$ cat config.mk
export PLATFORM = sky130hd
export DESIGN_NAME = sadf_regs
export DESIGN_NICKNAME = d
export VERILOG_FILES = /design/src/design/sadf_pkg.sv /design/src/design/sadf_regs.sv
export SDC_FILE = /design/constraint.sdc
export NUM_CORES = 1
export LEC_CHECK = 0
export ABC_AREA = 1
export BUFFER_PORTS_ARGS = -buffer_cell sky130_fd_sc_hd__buf_2
export CAP_MARGIN = 20
export CORE_MARGIN = 1
export CORE_UTILIZATION = 34
export CTS_CLUSTER_SIZE = 10
export DETAILED_ROUTE_END_ITERATION = 6
export GPL_TIMING_DRIVEN = 0
export PLACE_DENSITY = 0.61
export SYNTH_ARGS = -nofsm -noshare
export SYNTH_HDL_FRONTEND = slang
export SYNTH_SLANG_ARGS = --single-unit
export TNS_END_PERCENT = 5
$ cat constraint.sdc
create_clock -name clk -period 2 [get_ports clk]
set_input_delay 0.2 -clock clk [delete_from_list [all_inputs] [get_ports clk]]
set_output_delay 0.2 -clock clk [all_outputs]
set_load 0.05 [all_outputs]
$ cat src/design/sadf_pkg.sv
// Package for the stack allocator: sizes, codes, payload and configuration types.
`timescale 1ns / 1ps
package sadf_pkg;

  localparam int ENTRIES = 256;
  localparam int IDX_W   = $clog2(ENTRIES);
  localparam int CNT_W   = $clog2(ENTRIES + 1);
  localparam int ADDR_W  = 32;
  localparam int LEN_W   = ADDR_W + 1;
  localparam int AW      = ADDR_W + 3;
  localparam int RECL_W  = 9;
  localparam int SHIFT_W = 5;
  localparam int MASK_W  = 17;
  localparam int PADDR_W = 4;
  localparam int PDATA_W = 32;

  localparam logic [SHIFT_W-1:0] ALIGN_MIN   = 5'd4;
  localparam logic [SHIFT_W-1:0] ALIGN_MAX   = 5'd16;
  localparam logic [SHIFT_W-1:0] ALIGN_RESET = 5'd4;

  localparam logic ACT_ALLOC = 1'b0;
  localparam logic ACT_FREE  = 1'b1;

  typedef enum logic [1:0] {
    STAT_OK         = 2'd0,
    STAT_NO_SPACE   = 2'd1,
    STAT_TABLE_FULL = 2'd2,
    STAT_NOT_FOUND  = 2'd3
  } status_t;

  typedef enum logic [1:0] {
    REG_BASE   = 2'd0,
    REG_REGION = 2'd1,
    REG_ALIGN  = 2'd2,
    REG_GROW   = 2'd3
  } reg_idx_t;

  typedef enum logic [3:0] {
    S_IDLE,
    S_INIT,
    S_ALEN,
    S_RTOT,
    S_AEND,
    S_ANEXT,
    S_ACHK,
    S_SRD,
    S_SRCH,
    S_POP
  } state_t;

  typedef struct packed {
    logic              action;
    logic [ADDR_W-1:0] byte_count;
    logic [ADDR_W-1:0] block_address;
  } in_t;

  typedef struct packed {
    logic [ADDR_W-1:0] result_address;
    logic [1:0]        status;
    logic [ADDR_W-1:0] bytes_in_use;
    logic [RECL_W-1:0] entries_reclaimed;
  } out_t;

  typedef struct packed {
    logic [ADDR_W-1:0]  base_address;
    logic [ADDR_W-1:0]  region_bytes;
    logic [SHIFT_W-1:0] align_shift;
    logic               grow_down;
  } cfg_t;

  typedef struct packed {
    logic [ADDR_W-1:0] addr;
    logic [ADDR_W-1:0] size;
  } entry_t;

endpackage

$ cat src/design/sadf_regs.sv
// APB configuration registers of the allocator.
`timescale 1ns / 1ps
module sadf_regs (
  input  logic                         clk,
  input  logic                         rst,
  input  logic                         psel,
  input  logic                         penable,
  input  logic                         pwrite,
  input  logic [sadf_pkg::PADDR_W-1:0] paddr,
  input  logic [sadf_pkg::PDATA_W-1:0] pwdata,
  output logic [sadf_pkg::PDATA_W-1:0] prdata,
  output logic                         pready,
  output sadf_pkg::cfg_t               cfg,
  output logic                         cfg_we
);
  import sadf_pkg::*;

  reg_idx_t idx;

  assign idx    = reg_idx_t'(paddr[PADDR_W-1:2]);
  assign pready = 1'b1;
  assign cfg_we = psel & penable & pwrite;

  always_ff @(posedge clk) begin
    if (rst) begin
      cfg.base_address <= '0;
      cfg.region_bytes <= '0;
      cfg.align_shift  <= ALIGN_RESET;
      cfg.grow_down    <= 1'b0;
    end else if (cfg_we) begin
      unique case (idx)
        REG_BASE:   cfg.base_address <= pwdata[ADDR_W-1:0];
        REG_REGION: cfg.region_bytes <= pwdata[ADDR_W-1:0];
        REG_ALIGN:  cfg.align_shift  <= pwdata[SHIFT_W-1:0];
        REG_GROW:   cfg.grow_down    <= pwdata[0];
        default:    ;
      endcase
    end
  end

  always_comb begin
    unique case (idx)
      REG_BASE:   prdata = PDATA_W'(cfg.base_address);
      REG_REGION: prdata = PDATA_W'(cfg.region_bytes);
      REG_ALIGN:  prdata = PDATA_W'(cfg.align_shift);
      REG_GROW:   prdata = PDATA_W'(cfg.grow_down);
      default:    prdata = '0;
    endcase
  end

endmodule

Word level (Yosys, flattened, before mapping)
Index checks and enable logic that the tools add are counted.
W data, S select, Z words.
{ "classes": {"n_mul": 0, "reduce_logical": 5, "n_bitwise": 2, "n_shift": 0, "n_lt_le_gt_ge": 0, "addsub": 0, "eq_ne": 3, "mux": 1, "n_div": 0} }
{ "ops": {"columns": ["operator", "count"], "rows": [
  ["$pmux W32 S4", 1],
  ["$reduce_and A2 Y1", 4],
  ["$eq A2 B2 Y1 const B", 2],
  ["$and A1 B1 Y1", 2],
  ["$eq A2 B1 Y1 const B", 1],
  ["$logic_not A2 Y1", 1]
]} }
{ "totals": {"n_memories": 0, "regBits": 70, "out_inout_bits": 104, "mem_bits_ro": 0, "inputBits": 41, "elab_cells": 15, "ramBits": 0, "latch_bits": 0} }

Longest topological paths before layout
{ "depth": {"ltp_word": 3, "ltp_mapped": 6, "mapped_depth_nobuf": 5} }

Worst setup path before layout
OpenSTA, ideal clock, no wires.
{ "synth_timing": {"path_kind": "reg2out", "from": "register cfg[0] in the netlist's numbering", "to": "output prdata[0] in the netlist's numbering", "path_stages_with_launch": 3, "arrival_time_ps": 1160, "path_slack_ps": 640, "required_time_ps": 1800, "path_buffers": 0, "cell_sequence": "dfxtp_1 > nand2_1 > nand4_1"} }
{ "synth_via": {"elab_chain_cells": 1} }
{ "synth_lines": {"columns": ["item", "line", "text"], "rows": [
  ["from (decl)", "sadf_regs.sv:13", "output sadf_pkg::cfg_t cfg,"],
  ["$pmux W32 S4", "sadf_regs.sv:42", "unique case (idx)"],
  ["to (decl)", "sadf_regs.sv:11", "output logic [sadf_pkg::PDATA_W-1:0] prdata,"]
]} }
No other way between the ends.

Worst setup path after layout
{ "layout_timing": {"from": "input paddr[3] in the netlist's numbering", "to": "output prdata[20] in the netlist's numbering"} }
{ "layout_via": {"elab_chain_cells": 2, "word_cells_on_any_way": 5, "classes_between": "eq/ne: 3; mux: 1; reduce/logical: 1"} }
{ "layout_lines": {"columns": ["item", "line", "text"], "rows": [
  ["from (decl)", "sadf_regs.sv:9", "input logic [sadf_pkg::PADDR_W-1:0] paddr,"],
  ["$eq A2 B2 Y1 (tied with other cells)", "sadf_regs.sv:42", null],
  ["$pmux W32 S4 (*)", "sadf_regs.sv:42", null]
]} }
Every way passes the cells marked *; elsewhere a longest branch is shown, timed or not.

==> flow_metrics.env <==
export IMPL_fin_skew_ns=0
export IMPL_vias=3488
export IMPL_reg_top3="cfg x70"
export IMPL_gp_congestion=0.791
export IMPL_multi_input_area_sq_um=1570
export IMPL_syn_avg_cell_area_sq_um=7.00
export IMPL_r2r_start="cfg[3]"
export IMPL_grt_max_degree=12
export IMPL_regArea_sq_um=1400
export IMPL_cap_violations=0
export IMPL_ys_ff_latch=70
export IMPL_rr_worst_depth=2
export IMPL_cts_resized=0
export IMPL_p_int_uw=2210
export IMPL_antenna_found_initial=0
export IMPL_regToRegSetupSlack_ns=1.38
export IMPL_finalSetupTns_ns=0
export IMPL_ant_nets=0
export IMPL_syn_num_nets=522
export IMPL_worstHoldStart="pwdata[2]"
export IMPL_fp_dieH_microns=102
export IMPL_worst_pin_slew_ns=0.558
export IMPL_status="completed"
export IMPL_finalSetupViolations=0
export IMPL_fmax_mhz=655
export IMPL_postCtsSetupBuffers=0
export IMPL_root_buffer="clkbuf_8"
export IMPL_yosysWarnings=0
export IMPL_fill_cells=1016
export IMPL_r2r_end="cfg[3]"
export IMPL_top_register="cfg"
export IMPL_dpl_hpwl_microns=7510
export IMPL_grt_pass1_vias=3152
export IMPL_seqPwrFrac_pct=46.5
export IMPL_remaining_drc_errors=0
export IMPL_synth_area_sq_um=3370
export IMPL_die_area_sq_um=10300
export IMPL_overflow=0
export IMPL_routed_wl_microns=10200
export IMPL_largest_register_ffs=70
export IMPL_clock_sinks=70
export IMPL_ys_seq_area_share_pct=41.6
export IMPL_cts_tree="built"
export IMPL_ys_flop_type="dfxtp_1"
export IMPL_htree_levels=3
export IMPL_path_class="in2out"
export IMPL_ios=145
export IMPL_grt_pass1_wl_microns=15900
export IMPL_drt_iter0_drc=108
export IMPL_synth_distinct_cells=19
export IMPL_swShare_pct=29.0
export IMPL_hold_viol=0
export IMPL_synth_edff_count=0
export IMPL_final_layout_size_suffix_gt1_share_pct=29.9
export IMPL_combPwrFrac_pct=16.4
export IMPL_arrival_ns=1.33
export IMPL_slew_headroom_pct=62.8
export IMPL_start_kind="input pin"
export IMPL_peakVddDrop_mv=0.284
export IMPL_end_kind="output port"
export IMPL_whs_path_depth=3
export IMPL_vias_per_cell=4.55
export IMPL_coreArea_sq_um=9420
export IMPL_p_sw_uw=904
export IMPL_clk_pin_slew_ns=0.07
export IMPL_final_max_slew_viol_count=0
export IMPL_period_share_pct=76.4
export IMPL_power_density_nw_per_um2=702
export IMPL_hold_class="in2reg"
export IMPL_num_antenna_cells=0
export IMPL_numPortBuffers=141
export IMPL_wl_per_cell_microns=13.3
export IMPL_fin_nets=674
export IMPL_die_width_microns=102
export IMPL_grt_use_total_pct=20.2
export IMPL_power_leakage_uw=0.00234
export IMPL_rsz0062_at_grt="no"
export IMPL_synthCells=481
export IMPL_finalInstanceArea_sq_um=4440
export IMPL_critical_path_max_fanout=10
export IMPL_start_util_pct=35.8
export IMPL_worstPathRequired_ns=1.80
export IMPL_first_pass_iters=7
export IMPL_worstHoldEndpoint="cfg[3]"
export IMPL_cts_buffers=9
export IMPL_fp_row_count=35
export IMPL_fin_crit_ns=1.53
export IMPL_ctsHoldBuffers=0
export IMPL_clock_latency_ns=0.32
export IMPL_syn_to_final_growth_pct=31.7
export IMPL_clk_path_buf_depth=2
export IMPL_placed_area_sq_um=4240
export IMPL_synth_async_reset_ratio_pct=0
export IMPL_clock_power_share_pct=37.1
[power groups by stage]
stage / logic (uW) / clock network, uW / registers, uW
finish: 512 / 1160 / 1450
global route: 556 / 1240 / 1450
CTS: 516 / 1190 / 1450
detailed placement: 515 / 0 / 1480
global placement: 512 / 0 / 1480
floorplan: 258 / 0 / 1580
[placed cells by master (no fill, tap or decap), types with 4 or more instances in the layout]
| cell type | n |
|---|---|
| inv_1 | 34 |
| clkbuf_1 | 11 |
| buf_2 | 144 |
| a22o_1 | 27 |
| nand3_1 | 75 |
| buf_4 | 4 |
| nand2_1 | 89 |
| nor2_1 | 137 |
| clkbuf_8 | 11 |
| buf_6 | 16 |
| dfxtp_1 | 70 |
[per-stage QoR]
stage | instances | hold WS (ns) | setup slack, ns | utilization (%) | power [uW]
finish | 767 | 0.122 | 0.473 | 47.1 | 3110
global route | 767 | 0.168 | 0.395 | 47.1 | 3250
CTS | 767 | 0.101 | 0.460 | 47.1 | 3150
detailed placement | 751 | 0.460 | 0.462 | 45.0 | 1990
global placement | 751 | 0.448 | 0.460 | 45.0 | 1990
floorplan | 481 | 0.326 | 0.640 | - | 1840
[final cells by class]
cell class	instances	share of cell area, %
Clock inverter	4	1.02
Buffer	33	5.92
Timing Repair Buffer	141	15.9
Multi-Input combinational cell	341	35.3
Inverter	37	3.13
Sequential cell	70	31.6
Tap cell	129	3.64
Clock buffer	12	3.50
[worst max-delay path, stage by stage]
cell and delay, ns:
buf_2 0.17, nor2_4 0.32, buf_6 0.21, a22o_1 0.16, buf_2 0.26
[Yosys cell counts, types with 2 or more instances]
library cell  instances  area, sq um
inv_1                34          128
dfxtp_1              70         1400
buf_6                16          180
nand2_2               2         12.5
nor2_2                3         18.8
clkbuf_1             10         37.5
nand3_1              75          375
buf_4                 4         30.0
nor2_4                3         33.8
buf_2                 3         15.0
nor2_1              137          514
inv_2                 3         11.3
nand2_1              89          334
a22o_1               27          236
[cell families (layout without fill, tap and decap cells)]
family	count (synthesis)	in the layout	synth area share (%)
buffers and inverters	70	227	11.9
AOI/OAI and AO/OA	29	29	7.32
other	1	1	0.111
and+or+nand+nor	311	311	39.0
DFF	70	70	41.6
[per-layer routing]
| layer | wire, microns | share of wire, % | GRT usage, % | up-vias |
|---|---|---|---|---|
| met3 | 630 | 6.2 | 4.90 | 10 |
| met4 | 142 | 1.4 | 7.58 | 0 |
| met1 | 4710 | 46 | 25.5 | 1552 |
| met5 | 0 | 0 | 0 | - |
| met2 | 4740 | 46 | 33.2 | 104 |
| li1 | - | - | - | 1822 |
[worst max path at each step]
stage | startpoint | endpoint | slack, ns
3_3_place_gp | paddr[3] | prdata[20] | 0.46
5_1_grt | paddr[3] | prdata[0] | 0.39
3_5_place_dp | paddr[3] | prdata[20] | 0.46
6_report | paddr[3] | prdata[20] | 0.47
4_1_cts | paddr[3] | prdata[20] | 0.46
2_1_floorplan | cfg[0] | prdata[0] | 0.64
Power figures use the tool's default switching activity.
