[config.mk]
export PLATFORM = sky130hd
export DESIGN_NAME = sadf_alu
export DESIGN_NICKNAME = d
export VERILOG_FILES = /design/src/design/sadf_pkg.sv /design/src/design/sadf_alu.sv
export SDC_FILE = /design/constraint.sdc
export NUM_CORES = 1
export LEC_CHECK = 0
export ABC_AREA = 1
export BUFFER_PORTS_ARGS = -buffer_cell sky130_fd_sc_hd__buf_4
export CORE_UTILIZATION = 45
export DETAILED_ROUTE_END_ITERATION = 16
export PLACE_DENSITY = 0.85
export SKIP_LAST_GASP = 1
export SLEW_MARGIN = 40
export SYNTH_ARGS = -nofsm -noshare
export SYNTH_HDL_FRONTEND = slang
export SYNTH_SLANG_ARGS = --single-unit
[constraint.sdc]
create_clock -name vclk -period 2.64
set_clock_uncertainty 0.2 [all_clocks]
set_input_delay 0.264 -clock vclk [all_inputs]
set_output_delay 0.264 -clock vclk [all_outputs]
set_load 0.05 [all_outputs]
[src/design/sadf_pkg.sv]
// Package for the stack allocator: sizes, codes, payload and configuration types.
`timescale 1ns / 1ps
package sadf_pkg;

  localparam int ENTRIES = 256;
  localparam int IDX_W   = $clog2(ENTRIES);
  localparam int CNT_W   = $clog2(ENTRIES + 1);
  localparam int ADDR_W  = 32;
  localparam int LEN_W   = ADDR_W + 1;
  localparam int AW      = ADDR_W + 3;
  localparam int RECL_W  = 9;
  localparam int SHIFT_W = 5;
  localparam int MASK_W  = 17;
  localparam int PADDR_W = 4;
  localparam int PDATA_W = 32;

  localparam logic [SHIFT_W-1:0] ALIGN_MIN   = 5'd4;
  localparam logic [SHIFT_W-1:0] ALIGN_MAX   = 5'd16;
  localparam logic [SHIFT_W-1:0] ALIGN_RESET = 5'd4;

  localparam logic ACT_ALLOC = 1'b0;
  localparam logic ACT_FREE  = 1'b1;

  typedef enum logic [1:0] {
    STAT_OK         = 2'd0,
    STAT_NO_SPACE   = 2'd1,
    STAT_TABLE_FULL = 2'd2,
    STAT_NOT_FOUND  = 2'd3
  } status_t;

  typedef enum logic [1:0] {
    REG_BASE   = 2'd0,
    REG_REGION = 2'd1,
    REG_ALIGN  = 2'd2,
    REG_GROW   = 2'd3
  } reg_idx_t;

  typedef enum logic [3:0] {
    S_IDLE,
    S_INIT,
    S_ALEN,
    S_RTOT,
    S_AEND,
    S_ANEXT,
    S_ACHK,
    S_SRD,
    S_SRCH,
    S_POP
  } state_t;

  typedef struct packed {
    logic              action;
    logic [ADDR_W-1:0] byte_count;
    logic [ADDR_W-1:0] block_address;
  } in_t;

  typedef struct packed {
    logic [ADDR_W-1:0] result_address;
    logic [1:0]        status;
    logic [ADDR_W-1:0] bytes_in_use;
    logic [RECL_W-1:0] entries_reclaimed;
  } out_t;

  typedef struct packed {
    logic [ADDR_W-1:0]  base_address;
    logic [ADDR_W-1:0]  region_bytes;
    logic [SHIFT_W-1:0] align_shift;
    logic               grow_down;
  } cfg_t;

  typedef struct packed {
    logic [ADDR_W-1:0] addr;
    logic [ADDR_W-1:0] size;
  } entry_t;

endpackage

[src/design/sadf_alu.sv]
// Shared add/subtract unit used by the init, allocate and pop steps of the allocator sequencer.
`timescale 1ns / 1ps
module sadf_alu (
  input  logic [sadf_pkg::AW-1:0] a,
  input  logic [sadf_pkg::AW-1:0] b,
  input  logic                    sub,
  output logic [sadf_pkg::AW-1:0] sum
);
  import sadf_pkg::*;

  // two's complement: a - b = a + ~b + 1
  logic [AW-1:0] b_op;

  assign b_op = sub ? ~b : b;
  assign sum  = a + b_op + AW'(sub);

endmodule

# After elaboration in Yosys (flattened, before gate mapping)
# Index checks and enable logic that the tools add are counted.
[totals]
reg_bits = 0
latchBits = 0
ram_bits = 0
mem_bits_ro = 0
out_inout_bits = 35
elab_cells = 4
memories = 0
[op_classes]
n_addsub = 2
multipliers = 0
div = 0
magnitude_cmp = 0
eq_ne = 0
shifts = 0
muxes = 1
bitwise_logic = 1
reduce_logical = 0
[ops]
columns = ["cell", "count"]
rows = [
  ["adder 35 x 1 -> 35 bit", 1],
  ["adder 35 bit", 1],
  ["two-way mux 35 bit", 1],
  ["NOT 35 bit", 1],
]

# Longest topological paths before layout
# Gate-level depths: netlist of the first run.
[logic_depth]
depth_word = 4
depth_mapped = 16
ltp_nobuf = 14

# Least setup slack after synthesis of the first run
# Ideal clock, no wire load.
[synth_path]
path_type = "input-to-output"
start = "input sub"
end = "output sum[16] (netlist name)"
arrival_ns = 2.507
required_ns = 2.176
setup_slack_ns = -0.331
stages = 11
n_path_buf = 2
path_cell_list = "buf_4 -> buf_2 -> xor2_1 -> fa_1 -> nand3_1 -> nand3_2 -> nand2_1 -> nand2_2 -> nand2_1 -> nand2_2 -> xor2_1"
[synth_via]
elab_chain_len = 3
[synth_rtl]
columns = ["item", "line_no", "text"]
rows = [
  ["start, declared", "sadf_alu.sv:6", "input logic sub,"],
  ["two-way mux 35 bit", "sadf_alu.sv:14", "assign b_op = sub ? ~b : b;"],
  ["adder 35 bit", "sadf_alu.sv:15", "assign sum = a + b_op + AW'(sub);"],
  ["adder 35 x 1 -> 35 bit *", "sadf_alu.sv:15", ""],
  ["end, declared", "sadf_alu.sv:7", "output logic [sadf_pkg::AW-1:0] sum"],
]
# Mark *: on every way between the ends. The rest lies on a longest branch, timed or not.

# Worst setup path after layout of the first run
[layout_path]
start = "input sub"
end = "output sum[24] (netlist name)"
# Same word-level chain as after synthesis.

==> reports/results.ini, run 1 <==
[run_status]
status = complete, but fails checks
violations = negative setup slack

[placed_design]
gp_congestion = 0.980
port_buffers = 106
place_area_um2 = 4230
hpwlAfterDp_um = 8360

[layout]
final_nets = 811
drive_gt1_frac = 0.568
final_cell_mix = 158 x buf_4, 106 x nand2_1, 79 x inv_1, 65 x nand2_2, 33 x xor2_1
n_antenna_cell = 0
area_delta_synth_final_pct = 96.2
clkbuf_count = 0
final_common_cell = buf_4
regArea_um2 = 0
num-fill-cells = 243
design_area_um2 = 5410
nFlopsAndLatches = 0

[drt]
wl_per_cell_um = 20.9
first_pass_iters = 11
ant_nets = 0
drc_errors = 0
vias = 4783
viasPerCell = 6.14
totalWireLength_um = 16300
drt_iter0_drc = 668

[worst_setup_path]
worstPathCellList = buf_16 > buf_12 > xor2_2 > ha_4 > a21oi_2 > o21ai_1 > a21oi_1 > nand2_2 > nand2_1 > nand2_1 > nand2_1 > nand2_2 > buf_8
crit_required_ns = 2.18
critPathBufInv = 3
arrival_ns = 2.38
path_common_cell = nand2_1
critPathCaptureType = output port
crit_type = in -> out
max_stage_delay_ns = 0.30
cp-start-kind = primary input
crit_path_top_delay_cell = xor2_2
cp_top_family = compound AO/OA/AOI/OAI gates
critPathMaxFanout = 7

[die]
core_um2 = 5920
die_h_um = 80.3
die_x_um = 80.3
num_io_pins = 106
initial_core_util = 0.466
rows = 28
die_area_um2 = 6450

[power_and_ir_drop]
total_power_uw = 2820
p_seq_frac = 0
irDropWorstVdd_uv = 451
power.internal_uw = 1050
clock_power_share = 0
p_sw_frac = 0.627
power_switching_uw = 1760
comb_power_share = 1.000
power_leakage_uw = 0.00285
power_density_nw_per_um2 = 520

[hold_path]
worstHoldEndpoint = sum[0]
worstHoldStart = a[0]
holdPathStages = 3
hp-class = in -> out

[job]
drv_cap = 0

[synth]
synth_fp_nets = 627
yosysWarningCount = 0
synth_area_um2 = 2760
netlist_instances = 522
synth.distinct_cells = 22
syn_avg_cell_area_um2 = 5.29
seq_area_frac_synth = 0

[timing]
slew_headroom = 0.752
max_slew.worst_pin.slew_ns = 0.368
period_needed_ns = 2.84
max_freq_ghz = 0.352
grt_setup_unrepaired = true
finalCritPeriodShare = 1.08
finalMaxSlewViolations = 0
fin_ws_ns = -0.203
hold_violations = 0
setup_viol = 22

[global_route]
overflow = 0
grt_pass1_vias = 3637
gr-usage-all-layers = 0.308
grt_max_degree = 16
antenna_found_initial = 0
grt_pass1_wl_um = 15800

[clocking]
hold_buffers = 0

## kinds of logic after synthesis
group / Yosys count / share of synthesized area
buf+inv: 94 / 0.131
compound gates: 59 / 0.112
fa+ha+maj: 34 / 0.157
simple gates: 282 / 0.432
xor+xnor: 53 / 0.168
## timing repair
action	4_1_cts	5_1_grt
pin swaps	16	89
cloned	0	2
setup endpoints to repair	22	26
gates resized for setup	50	205
setup buffers	5	21
## worst min-delay path, delay by kind of cell
| family | cells | cell delay [ns] |
|---|---|---|
| buffers and inverters | 2 | 0.27 |
| xor gates and xnor gates | 1 | 0.06 |
## power groups by stage
stage          clock network, uW  registers (uW)  logic (uW)
4_1_cts                        0               0        2180
2_1_floorplan                  0               0        1390
6_report                       0               0        2820
3_5_place_dp                   0               0        2070
3_3_place_gp                   0               0        2040
5_1_grt                        0               0        2910
## worst max path at each step
stage,slack (ns),cells after the start,to,from
after global routing,-0.27,11,sum[24],sub
after CTS,-0.005,15,sum[26],sub
after detailed placement,-0.15,14,sum[34],sub
final,-0.20,13,sum[24],sub
after global placement,-0.11,12,sum[29],sub
after floorplan,-0.14,14,sum[31],sub
## per-layer routing
| metal | vias to the layer above | track usage | wire (um) |
|---|---|---|---|
| met5 | - | 0 | 0 |
| met2 | 463 | 0.554 | 7590 |
| met3 | 161 | 0.0148 | 1910 |
| met4 | 0 | 0.0768 | 1360 |
| li1 | 1966 | - | - |
| met1 | 2193 | 0.399 | 5430 |
## layout make-up
class                      count  area (um2)  share of cell area
multi-input combinational    428        3380               0.624
tap                           75        93.8              0.0173
inverter                      90         338              0.0624
timing repair buffer         186        1600               0.296
## synthesized netlist by cell type (2+ instances only)
master | instances | area [um2]
nand2_1 | 170 | 638
inv_1 | 90 | 338
nor2_1 | 54 | 203
xor2_1 | 52 | 455
a21oi_1 | 34 | 170
ha_1 | 33 | 413
nand3_1 | 21 | 105
nand2_2 | 19 | 119
o21ai_0 | 19 | 95.1
nor3_1 | 9 | 45.0
nand3_2 | 4 | 40.0
buf_2 | 3 | 15.0
o21bai_1 | 3 | 22.5
a21oi_2 | 2 | 17.5
nand4_1 | 2 | 12.5
## metrics by stage
step	setup TNS (ns)	cells	setup slack [ns]	utilization	hold WS, ns
2_1_floorplan	-1.23	522	-0.143	-	0.596
3_3_place_gp	-0.942	751	-0.109	0.715	0.661
4_1_cts	-0.0142	756	-0.00535	0.748	0.658
5_1_grt	-4.54	779	-0.274	0.914	0.671
6_report	-2.38	779	-0.203	0.914	0.657
3_5_place_dp	-1.82	751	-0.145	0.715	0.658
Power figures use the tool's default switching activity.
==> inputs of run 2 (changes only) <==
--- a/config.mk
+++ b/config.mk
@@ -5,11 +5,10 @@
 export SDC_FILE = /design/constraint.sdc
 export NUM_CORES = 1
 export LEC_CHECK = 0
-export ABC_AREA = 1
 export BUFFER_PORTS_ARGS = -buffer_cell sky130_fd_sc_hd__buf_4
-export CORE_UTILIZATION = 45
+export CORE_UTILIZATION = 54
 export DETAILED_ROUTE_END_ITERATION = 16
-export PLACE_DENSITY = 0.85
+export PLACE_DENSITY = 0.95
 export SKIP_LAST_GASP = 1
 export SLEW_MARGIN = 40
 export SYNTH_ARGS = -nofsm -noshare
==> constraint.sdc (replaced) <==
create_clock -name vclk -period 3.41
set_clock_uncertainty 0.2 [all_clocks]
set_input_delay 0.341 -clock vclk [all_inputs]
set_output_delay 0.341 -clock vclk [all_outputs]
set_load 0.05 [all_outputs]
==> reports/results.ini, run 2 <==
[run_status]
status = did not finish
haltStage = clock tree synthesis (4_1_cts)
error_line = [ERROR DPL-0033] detailed placement checks failed during check placement.

[placed_design]
hpwlAfterDp_um = 8450  ; +1.0%
gp_congestion = 0.863  ; -12%
port_buffers = 106  ; unchanged
pre_cts_ws_ns = -0.208  ; -0.0634 ns

[synth]
yosys.area.top_type = xor2_1
synth.distinct_cells = 47  ; +110%
netlist_instances = 327  ; -37%
seq_area_frac_synth = 0  ; unchanged
synth_top_cell_area_share = 0.195  ; -0.0361
synthTopCellsByCount = 51 x xor2_1, 35 x a21oi_1, 33 x ha_1
synth_area_leaders = xor2_1 20%, ha_1 18%, a21oi_1 7.7%, xnor2_1 5.7%, a21o_1 5.2%
synth_area_um2 = 2290  ; -17%
syn_avg_cell_area_um2 = 7.00  ; +32%
yosysWarningCount = 0  ; unchanged
synth.most_common_cell = xor2_1
synth_fp_nets = 432  ; -31%

[clocking]
hold_buffers = 0  ; unchanged
cts-resized-gates = 34  ; -32%
post-cts-setup-buffers = 8  ; +3

[die]
die_x_um = 67.1  ; -16%
rows = 23  ; -18%
num_io_pins = 106  ; unchanged
initial_core_util = 0.568  ; +0.102
die_h_um = 67.1  ; -16%

run 2: changes by cell type after synthesis, moves of 9 or more:
| cell | before | now |
|---|---|---|
| nand2_1 | 170 | 25 |
| nand3_1 | 21 | 11 |
| nand4_1 | 2 | 11 |
| clkbuf_1 | 0 | 16 |
| nand2_2 | 19 | 0 |
| inv_1 | 90 | 9 |
| nor2_1 | 54 | 18 |
| a21o_1 | 0 | 16 |
| xnor2_1 | 1 | 15 |
run 2: cell families after synthesis:
kind of cell | count (synthesis) | synth area share
AOI/OAI and AO/OA | 110 | 0.316
adders and majority gates | 34 | 0.189
buffers and inverters | 29 | 0.0481
xor gates and xnor gates | 66 | 0.253
muxes | 2 | 0.00929
and+or+nand+nor | 86 | 0.185
run 2: stage by stage:
step | cells | hold slack [ns] | cell area [um2]
detailed placement | 519 | 0.838 | 3720
global placement | 519 | 0.808 | 3720
floorplan | 327 | 0.750 | 2530
==> inputs of run 3 (changes only) <==
--- a/config.mk
+++ b/config.mk
@@ -6,9 +6,9 @@
 export NUM_CORES = 1
 export LEC_CHECK = 0
 export BUFFER_PORTS_ARGS = -buffer_cell sky130_fd_sc_hd__buf_4
-export CORE_UTILIZATION = 54
+export CORE_UTILIZATION = 40
 export DETAILED_ROUTE_END_ITERATION = 16
-export PLACE_DENSITY = 0.95
+export PLACE_DENSITY_LB_ADDON = 0.15
 export SKIP_LAST_GASP = 1
 export SLEW_MARGIN = 40
 export SYNTH_ARGS = -nofsm -noshare
==> reports/results.ini, run 3 <==
[synth]
synth.most_common_cell = xor2_1
netlist_instances = 327  ; unchanged
synth_area_um2 = 2290  ; unchanged
yosysWarningCount = 0  ; unchanged
syn_avg_cell_area_um2 = 7.00  ; unchanged
synthTopCellsByCount = 51 x xor2_1, 35 x a21oi_1, 33 x ha_1
synth_area_leaders = xor2_1 20%, ha_1 18%, a21oi_1 7.7%, xnor2_1 5.7%, a21o_1 5.2%
seq_area_frac_synth = 0  ; unchanged
yosys.area.top_type = xor2_1
synth_top_cell_area_share = 0.195  ; unchanged
synth.distinct_cells = 47  ; unchanged
synth_fp_nets = 432  ; unchanged

[layout]
area_delta_synth_final_pct = 69.6
final_common_cell = buf_4
n_antenna_cell = 0
nFlopsAndLatches = 0
final_nets = 576
drive_gt1_frac = 0.458
clkbuf_count = 0
final_cell_mix = 158 x buf_4, 41 x xor2_1, 31 x ha_1, 26 x a21oi_1, 23 x nand2_1
multi_input_area_um2 = 2510
num-fill-cells = 465
regArea_um2 = 0

[hold_path]
hp-class = in -> out
worstHoldStart = a[0]
worstHoldEndpoint = sum[0]
holdPathStages = 3

[drt]
totalWireLength_um = 7180
drt_iter0_drc = 137
drc_errors = 0
viasPerCell = 5.39
vias = 2915
wl_per_cell_um = 13.3
first_pass_iters = 4
ant_nets = 0

[die]
num_io_pins = 106  ; unchanged
die_area_um2 = 6030
die_x_um = 77.6  ; +16%
core_um2 = 5510
rows = 27  ; +17%
die_h_um = 77.6  ; +16%
initial_core_util = 0.416  ; -0.152

[placed_design]
port_buffers = 106  ; unchanged
hpwlAfterDp_um = 6180  ; -27%
pre_cts_ws_ns = -0.0713  ; +0.137 ns
gp_congestion = 0.856  ; -0.86%

[global_route]
overflow = 0
gr-usage-all-layers = 0.236
grt_max_degree = 16
grt_pass1_vias = 2735
antenna_found_initial = 0
grt_pass1_wl_um = 12100

[timing]
grt_setup_unrepaired = true
fin_ws_ns = 0.0912
max_freq_ghz = 0.301
finalMaxSlewViolations = 0
setup_viol = 0
period_needed_ns = 3.32
slew_headroom = 0.640
fin_tns_setup_ns = 0
max_slew.worst_pin.slew_ns = 0.535
finalCritPeriodShare = 0.973
hold_violations = 0

[power_and_ir_drop]
total_power_uw = 1690
power_density_nw_per_um2 = 436
power_leakage_uw = 0.00188
irDropWorstVdd_uv = 278

[worst_setup_path]
crit_required_ns = 2.87
critPathCaptureType = output port
crit_type = in -> out
cp-start-kind = primary input
arrival_ns = 2.78
critPathMaxFanout = 15

[job]
drv_cap = 0

[run_status]
status = finished clean

==> run 3: what timing repair did <==
item                                    in CTS  in global routing
hold buffers                                 0                  0
pin swaps                                    3                 15
gates resized for setup                      2                 33
endpoints found under the setup margin       5                 13
setup buffers                                0                  6
==> run 3: cell families (layout without fill, tap and decap cells) <==
kind of cell / after synthesis / count (layout) / synth area share
buffers and inverters: 29 / 171 / 0.0481
AOI/OAI and AO/OA: 110 / 110 / 0.316
xor gates and xnor gates: 66 / 66 / 0.253
muxes: 2 / 2 / 0.00929
adders and majority gates: 34 / 34 / 0.189
and+or+nand+nor: 86 / 86 / 0.185
==> run 3: worst max-delay path by stage <==
| stage | from | to | slack (ns) | cells past startpoint |
|---|---|---|---|---|
| final | sub | sum[32] | 0.09 | 11 |
| after global routing | sub | sum[31] | -0.03 | 14 |
| after CTS | sub | sum[30] | 0.05 | 11 |
| after detailed placement | sub | sum[30] | -0.07 | 11 |
| after global placement | sub | sum[32] | -0.006 | 11 |
| after floorplan | sub | sum[30] | -0.11 | 11 |
==> run 3: stage by stage <==
stage          instance area (um2)  hold slack, ns  instances   util
5_1_grt                       3880           0.826        541  0.705
2_1_floorplan                 2530           0.750        327      -
6_report                      3880           0.809        541  0.705
3_5_place_dp                  3690           0.808        535  0.671
4_1_cts                       3700           0.809        535  0.671
3_3_place_gp                  3690           0.806        535  0.671
==> run 3: where the power goes <==
group | switching [uW] | internal (uW)
combinational | 1030 | 658
sequential | 0 | 0
clock | 0 | 0
total | 1030 | 658
==> run 3: area by class of cell <==
cell class	instances	area share
multi-input combinational	298	0.646
timing repair buffer	162	0.322
tap	72	0.0232
inverter	9	0.00870
==> run 3: critical path, cell delays in order <==
cell	delay, ns
buf_12	0.13
xor2_1	0.15
ha_1	0.34
nand2_4	0.08
or3_1	0.36
o22a_2	0.24
o21ai_4	0.24
a21oi_4	0.11
o41ai_4	0.43
xor2_4	0.17
buf_6	0.17
==> run 3: layer usage <==
| metal | global-route usage | vias up | wire length (um) | share of wire |
|---|---|---|---|---|
| met2 | 0.384 | 85 | 3340 | 0.47 |
| li1 | - | 1486 | - | - |
| met5 | 0 | - | 0 | 0 |
| met4 | 0.0170 | 0 | 13 | 0.0018 |
| met1 | 0.350 | 1342 | 3450 | 0.48 |
| met3 | 0.0153 | 2 | 381 | 0.053 |
